<file path="src/sv/tli_pkg.sv">
// Shared types and constants of the table linear interpolator.
package tli_pkg;

  localparam int unsigned XW = 32;

  typedef enum logic [2:0] {
    ST_INTERP = 3'd0,
    ST_EXACT  = 3'd1,
    ST_BELOW  = 3'd2,
    ST_ABOVE  = 3'd3,
    ST_EMPTY  = 3'd4
  } status_e;

  typedef enum logic [2:0] {
    S_IDLE,
    S_SCAN,
    S_EVAL,
    S_MUL,
    S_DIVGO,
    S_DIV
  } state_e;

endpackage

</file>
<file path="src/sv/tli_div.sv">
// Iterative restoring divider: 64-bit dividend by 32-bit divisor, one bit per cycle.
module tli_div (
  input  logic                         clk_i,
  input  logic                         rst_ni,
  input  logic                         start_i,
  input  logic [2*tli_pkg::XW-1:0]     dividend_i,
  input  logic [tli_pkg::XW-1:0]       divisor_i,
  output logic                         done_o,
  output logic [tli_pkg::XW-1:0]       quotient_o
);

  localparam int unsigned XW = tli_pkg::XW;
  localparam int unsigned SW = $clog2(XW);

  logic          run_q;
  logic          done_q;
  logic [SW-1:0] step_q;
  logic [XW-1:0] rem_q;
  logic [XW-1:0] quo_q;
  logic [XW-1:0] dvs_q;
  logic [XW:0]   trial;
  logic          fit;

  // Dividend high half is known to be below the divisor, so the quotient fits XW bits.
  assign trial = {rem_q, quo_q[XW-1]};
  assign fit   = (trial >= {1'b0, dvs_q});

  always_ff @(posedge clk_i or negedge rst_ni) begin
    if (!rst_ni) begin
      run_q  <= 1'b0;
      done_q <= 1'b0;
      step_q <= '0;
    end else begin
      done_q <= 1'b0;
      if (start_i) begin
        run_q  <= 1'b1;
        step_q <= '0;
      end else if (run_q) begin
        step_q <= step_q + 1'b1;
        if (step_q == SW'(XW - 1)) begin
          run_q  <= 1'b0;
          done_q <= 1'b1;
        end
      end
    end
  end

  always_ff @(posedge clk_i) begin
    if (start_i) begin
      rem_q <= dividend_i[2*XW-1:XW];
      quo_q <= dividend_i[XW-1:0];
      dvs_q <= divisor_i;
    end else if (run_q) begin
      rem_q <= fit ? XW'(trial - {1'b0, dvs_q}) : trial[XW-1:0];
      quo_q <= {quo_q[XW-2:0], fit};
    end
  end

  assign done_o     = done_q;
  assign quotient_o = quo_q;

endmodule

</file>
<file path="config.mk">
export PLATFORM = sky130hd
export DESIGN_NAME = tli_div
export DESIGN_NICKNAME = d
export VERILOG_FILES = /design/src/sv/tli_pkg.sv /design/src/sv/tli_div.sv
export SDC_FILE = /design/constraint.sdc
export NUM_CORES = 1
export LEC_CHECK = 0
export ABC_AREA = 1
export BUFFER_PORTS_ARGS = -buffer_cell sky130_fd_sc_hd__buf_2
export CAP_MARGIN = 30
export CORE_UTILIZATION = 45
export CTS_CLUSTER_SIZE = 10
export DETAILED_ROUTE_END_ITERATION = 7
export GPL_TIMING_DRIVEN = 0
export PLACE_DENSITY = 0.74
export SYNTH_ARGS = -nofsm -noshare
export SYNTH_HDL_FRONTEND = slang
export SYNTH_SLANG_ARGS = --single-unit
export TNS_END_PERCENT = 5
</file>
<file path="constraint.sdc">
create_clock -name clk_i -period 2.9 [get_ports clk_i]
set_input_delay 0.725 -clock clk_i [delete_from_list [all_inputs] [get_ports clk_i]]
set_output_delay 0.725 -clock clk_i [all_outputs]
set_load 0.005 [all_outputs]
</file>
==> results of run 1 <==
-- power groups by stage --
stage | Combinational (mW) | Sequential [mW] | Clock (mW)
after global placement | 3.94 | 2.19 | 0
after detailed placement | 3.98 | 2.20 | 0
after global routing | 4.58 | 2.20 | 1.28
final | 4.02 | 2.17 | 1.22
after floorplan | 2.95 | 2.15 | 0
after CTS | 4.01 | 2.17 | 1.24
-- worst max-delay path by stage --
stage                              endpoint
floorplan           quotient_o[0]$_DFFE_PP_
global placement        rem_q[10]$_DFFE_PP_
detailed placement       rem_q[8]$_DFFE_PP_
CTS                      rem_q[6]$_DFFE_PP_
global route            rem_q[28]$_DFFE_PP_
finish                   rem_q[6]$_DFFE_PP_
-- cells by family (layout without fill, tap and decap cells) --
logic type | count (synthesis) | count (layout) | share of synthesized area [%]
simple gates | 614 | 614 | 36.6
xor+xnor | 14 | 14 | 1.72
buf+inv | 190 | 337 | 10.6
flops | 103 | 103 | 42.8
compound gates | 27 | 27 | 2.07
fa+ha+maj | 35 | 35 | 6.24
-- area by class of cell --
type,instances,area [um2],share of cell area [%]
Clock buffer,9,225,2.69
Multi-Input combinational cell,690,3350,40.0
Tap cell,211,264,3.16
Inverter,166,623,7.45
Timing Repair Buffer,131,658,7.87
Clock inverter,7,57.6,0.688
Buffer,24,133,1.59
Sequential cell,103,3060,36.6
-- synth_stat cells, types with 7 or more instances --
cell type | n | share of area [%]
a21oi_1 | 18 | 1.3
clkbuf_1 | 14 | 0.74
dfrtp_1 | 7 | 2.5
edfxtp_1 | 96 | 40
ha_1 | 34 | 6.0
inv_1 | 161 | 8.5
nand2_1 | 433 | 23
nand3_1 | 70 | 4.9
nand3b_1 | 26 | 2.7
nand4_1 | 10 | 0.88
nor2_1 | 44 | 2.3
nor3_1 | 7 | 0.49
xnor2_1 | 14 | 1.7
-- metal layers --
metal,vias up,part of all wire [%]
li1,3366,-
met1,2889,47
met2,177,46
met3,18,5.3
met4,0,1.8
met5,-,0
-- timing repair --
item                       4_1_cts  5_1_grt
setup endpoints to repair       65       10
gates resized for setup          1        2
gates cloned                     0        0
-- per-stage QoR --
step | util (%) | hold slack [ns] | setup slack [ns]
5_1_grt | 54.4 | 0.188 | 0.0701
2_1_floorplan | - | 0.429 | 0.481
3_5_place_dp | 52.5 | 0.504 | -0.464
3_3_place_gp | 52.5 | 0.492 | -0.963
4_1_cts | 54.4 | 0.188 | 0.0488
6_report | 54.4 | 0.190 | 0.324
-- worst register-to-register path: stages (launching register included) --
cell and delay, ns:
edfxtp_1 0.38, inv_1 0.09, ha_1 0.14, inv_1 0.09, fa_1 0.43, nand3_1 0.11, nand3_1 0.16, nand2_1 0.14
nand2_2 0.13, nand2_1 0.08, nand2_1 0.10, nand2_1 0.14, nand2_1 0.07, nand2_1 0.06, nand3_1 0.07, nand2_1 0.08
nand2_1 0.04
-- sequential cells by signal, summed over array words and instances, names as in the netlist --
signal,flops
dvs_q,32
rem_q,32
step_q,5
run_q,1
done_o,1
quotient_o,32
==> flow_summary.yaml, run 1 <==
status:
  status: "complete, no violations"
final_layout:
  stdcell_count: 1341
  drive_gt1_share_pct: 15.9
  num_antenna_cells: 0
  final_area_um2: 8370
  area_growth_pct: 17.1
  layout_common_cells: "nand2_1 (431), inv_1 (161), buf_2 (134)"
  fin_nets: 1259
  fillers: 1525
  final_common_cell: "nand2_1"
global_routing:
  grt_usage_pct: 25.4
  grt_overflow: 0
  grt_max_degree: 66
  grt_pass1_vias: 6284
  use_met1_pct: 33.6
  met2_usage_pct: 42.6
  grt_use_met3_pct: 4.63
  antenna_found_initial: 0
  grt_busiest_layer: "met2"
  grt_pass1_wl_um: 31500
setup_path:
  crit_type: "in -> reg"
  path_buf_inv: 4
  worstSetupStartpoint: "start_i"
  max_stage_delay_ns: 0.58
  cp_num_cells: 6
  r2r-start: "quotient_o[31]$_DFFE_PP_"
  reg2reg_slack_ns: 0.36
  cpMostUsedCell: "clkbuf_1"
  cp-start-kind: "input port"
  cp_slowest_cell: "clkbuf_1"
  worstPathRequired_ns: 3.13
  path_cells: "clkbuf_4, clkbuf_1, clkbuf_1, clkbuf_1, nand2_1, nand2_1"
  crit_family: "buffers and inverters"
  r2r_end: "rem_q[28]$_DFFE_PP_"
  reg2reg_depth: 16
  critical_path_arrival_ns: 2.81
  critPathCaptureType: "register"
  critPathMaxFanout: 33
synthesis:
  ys_seq_area_share_pct: 42.8
  yosysWarningCount: 0
  syn-instance-count: 983
  synth.distinct_cells: 33
  syn_area_um2: 7140
  synth-edff-count: 96
  synth_seq_cells: 103
  syn-num-nets: 1117
  synth_ff_type: "edfxtp_1"
  async_reset_ff_share_pct: 6.80
  syn_avg_cell_area_um2: 7.27
run:
  drv_cap: 0
sta:
  slew_violations: 0
  finalSetupTns_ns: 0
  hold_viol_final: 0
  timing.slew.headroom_pct: 53.5
  fin_crit_sh_pct: 88.8
  setup_viol: 0
  layout_min_cycle_time_ns: 2.58
  fmax_ghz: 0.388
  clock_skew_ns: 0.0117
  rsz0062_at_grt: "false"
  tightest_slew_ns: 0.698
clock_tree:
  cts.clk_slew.worst_paths_ns: 0.07
  cts_tree: "yes"
  numCtsBuffers: 9
  htreeDepth: 3
  clockBufferDepth: 2
  cts_sinks: 103
  cts_setup_buffers: 0
  clkLatencyLatePin_ns: 0.37
  cts_hold_buf: 0
  cts_root_buf: "clkbuf_16"
pwr:
  power_frac_comb_pct: 54.3
  p_int_mw: 4.07
  pwr-share-clk_pct: 16.5
  p_seq_share_pct: 29.3
  leakage_nw: 4.54
  cellPowerDensity_nw_per_um2: 887
  p_sw_mw: 3.35
  ir_drop_mv: 0.405
  p_sw_share_pct: 45.2
  total_power_mw: 7.42
floorplan:
  die_h_um: 128
  io_pins: 132
  placementRows: 45
  start_util_pct: 46.5
  core_um2: 15400
  die_x_um: 128
  die_area_um2: 16400
placed_design:
  dpl-instance-area_um2: 8070
  finalWeightedCongestion: 0.945
  hpwl_um: 15400
  io_buffer_count: 131
  dp.cells: 1325
detailed_routing:
  ant_nets: 0
  vias_per_cell: 4.81
  routedWlPerCell_um: 14.7
  vias: 6450
  post-route-drc-count: 0
  drtPass1Iterations: 4
  wirelength_um: 19700
  drtIter0Drc: 321
min_path:
  hp-class: "in -> async"
(Power assumes the default switching activity.)
==> run 2: changes to the inputs <==
Settings changed: CORE_UTILIZATION 45 to 57, HOLD_SLACK_MARGIN set to 0.08, PLACE_DENSITY 0.74 to 0.89, REMOVE_ABC_BUFFERS set to 1.
==> flow_summary.yaml, run 2 (synthesized netlist as in run 1, its figures left out) <==
setup_path:
  critical_path_arrival_ns: 2.79
  crit_family: "simple AND/OR/NAND/NOR gates"
  cp-start-kind: "register"
  cp_slowest_cell: "edfxtp_1"
  critPathMaxFanout: 33
  path_cells: "ha_1, nand2_1, inv_1, nand2_1, nand2_1, nand2_1, nand3_2, nand2_2, nand2_2, nand2_8, nand2_8, nand2_1, nand2_1, nand2_1, nand2_1"
  cpMostUsedCell: "nand2_1"
  crit_type: "reg -> reg"
  critPathCaptureType: "register"
  reg2reg_slack_ns: 0.23
  max_stage_delay_ns: 0.41
  worstPathRequired_ns: 3.02
  path_buf_inv: 1
pwr:
  cellPowerDensity_nw_per_um2: 874
  leakage_nw: 4.52
  ir_drop_mv: 0.469
final_layout:
  drive_gt1_share_pct: 15.7
  area_growth_pct: 15.6
  final_area_um2: 8260
  layout_common_cells: "nand2_1 (432), inv_1 (161), buf_2 (130)"
  fillers: 1076
  utilization_pct: 68.2
  num_antenna_cells: 0
  final_common_cell: "nand2_1"
  fin_nets: 1239
status:
  status: "complete, no violations"
detailed_routing:
  vias: 6441
  vias_per_cell: 5.04
  wirelength_um: 17000
  drtIter0Drc: 407
  drtPass1Iterations: 5
  ant_nets: 0
  post-route-drc-count: 0
  routedWlPerCell_um: 13.3
global_routing:
  grt_usage_pct: 27.3
  grt_overflow: 0
  grt_max_degree: 66
  grt_pass1_wl_um: 27500
  grt_pass1_vias: 6003
  antenna_found_initial: 0
floorplan:
  start_util_pct: 59.0
  die_area_um2: 13000
  io_pins: 132
  core_um2: 12100
  placementRows: 40
  die_x_um: 114
  die_h_um: 114
clock_tree:
  numCtsBuffers: 9
  htreeDepth: 3
  cts_tree: "yes"
  cts_root_buf: "clkbuf_16"
  cts.clk_slew.worst_paths_ns: 0.07
  cts_sinks: 103
  clkLatencyLatePin_ns: 0.36
  clockBufferDepth: 2
sta:
  clock_skew_ns: 0.0184
  fmax_ghz: 0.375
  setup_viol: 0
  fin_crit_sh_pct: 92.1
  finalSetupTns_ns: 0
  hold_viol_final: 0
  whs_ns: 0.186
  slew_violations: 0
  rsz0062_at_grt: "false"
  layout_min_cycle_time_ns: 2.67
  timing.slew.headroom_pct: 39.9
  tightest_slew_ns: 0.901
placed_design:
  io_buffer_count: 131
  dpl-instance-area_um2: 7930
  finalWeightedCongestion: 0.956
  hpwl_um: 12400
min_path:
  hp-class: "in -> async"
run:
  drv_cap: 0
## run 2: changes by cell type in the layout (fill, tap and decap cells not counted), moves of 2 or more
| cell | change |
|---|---|
| clkbuf_1 | -14 |
| buf_2 | -4 |
| buf_6 | -4 |
| nand2_2 | -2 |
## run 2: worst paths after layout
path	depth (start not counted)	end	startpoint
max	15	rem_q[25]$_DFFE_PP_	rem_q[2]$_DFFE_PP_
min	1	step_q[4]$_DFFE_PN0P_	rst_ni
max reg2reg	15	rem_q[25]$_DFFE_PP_	rem_q[2]$_DFFE_PP_
min reg2reg	2	step_q[4]$_DFFE_PN0P_	step_q[4]$_DFFE_PN0P_
max in group asynchronous	1	step_q[3]$_DFFE_PN0P_	rst_ni
min in group clk_i	2	step_q[4]$_DFFE_PN0P_	step_q[4]$_DFFE_PN0P_
## run 2: metal layers
layer | vias up | track usage [%] | share of wire, %
li1 | 3323 | - | -
met1 | 2848 | 36.2 | 45
met2 | 243 | 44.8 | 46
met3 | 27 | 5.74 | 7.1
met4 | 0 | 9.09 | 1.8
met5 | - | 0 | 0
## run 2: timing repair
| item | CTS | global route |
|---|---|---|
| setup buffers | 1 | 0 |
| resized for setup | 1 | 3 |
| endpoints found under the setup margin | 33 | 30 |
| cloned | 1 | 0 |
| pin swaps | 1 | 0 |
| hold buffers | 0 | 0 |
## run 2: per-stage QoR
| stage | total power [mW] | setup slack (ns) | instances |
|---|---|---|---|
| 3_3_place_gp | 5.83 | -4.72 | 1258 |
| 5_1_grt | 7.85 | 0.0592 | 1278 |
| 3_5_place_dp | 5.93 | -0.335 | 1260 |
| 2_1_floorplan | 4.98 | -1.05 | 959 |
| 4_1_cts | 7.15 | 0.0394 | 1278 |
| 6_report | 7.21 | 0.230 | 1278 |
## run 2: worst reg2reg max path, cell delays in order (launching register included)
cell,delay [ns]
edfxtp_1,0.41
ha_1,0.38
nand2_1,0.15
inv_1,0.05
nand2_1,0.08
nand2_1,0.05
nand2_1,0.06
nand3_2,0.15
nand2_2,0.12
nand2_2,0.10
nand2_8,0.23
nand2_8,0.25
nand2_1,0.23
nand2_1,0.07
nand2_1,0.07
nand2_1,0.04
## run 2: layout make-up
class	instances	area, um2	share of cell area, %
Clock inverter	7	57.6	0.697
Multi-Input combinational cell	691	3370	40.8
Timing Repair Buffer	134	713	8.64
Clock buffer	9	225	2.73
Inverter	166	624	7.56
Tap cell	168	210	2.55
Sequential cell	103	3060	37.0
## run 2: report_power, final
group	internal, mW	switching [mW]
Sequential	2.01	0.157
Clock	0.591	0.558
Combinational	1.41	2.49
Total	4.01	3.20
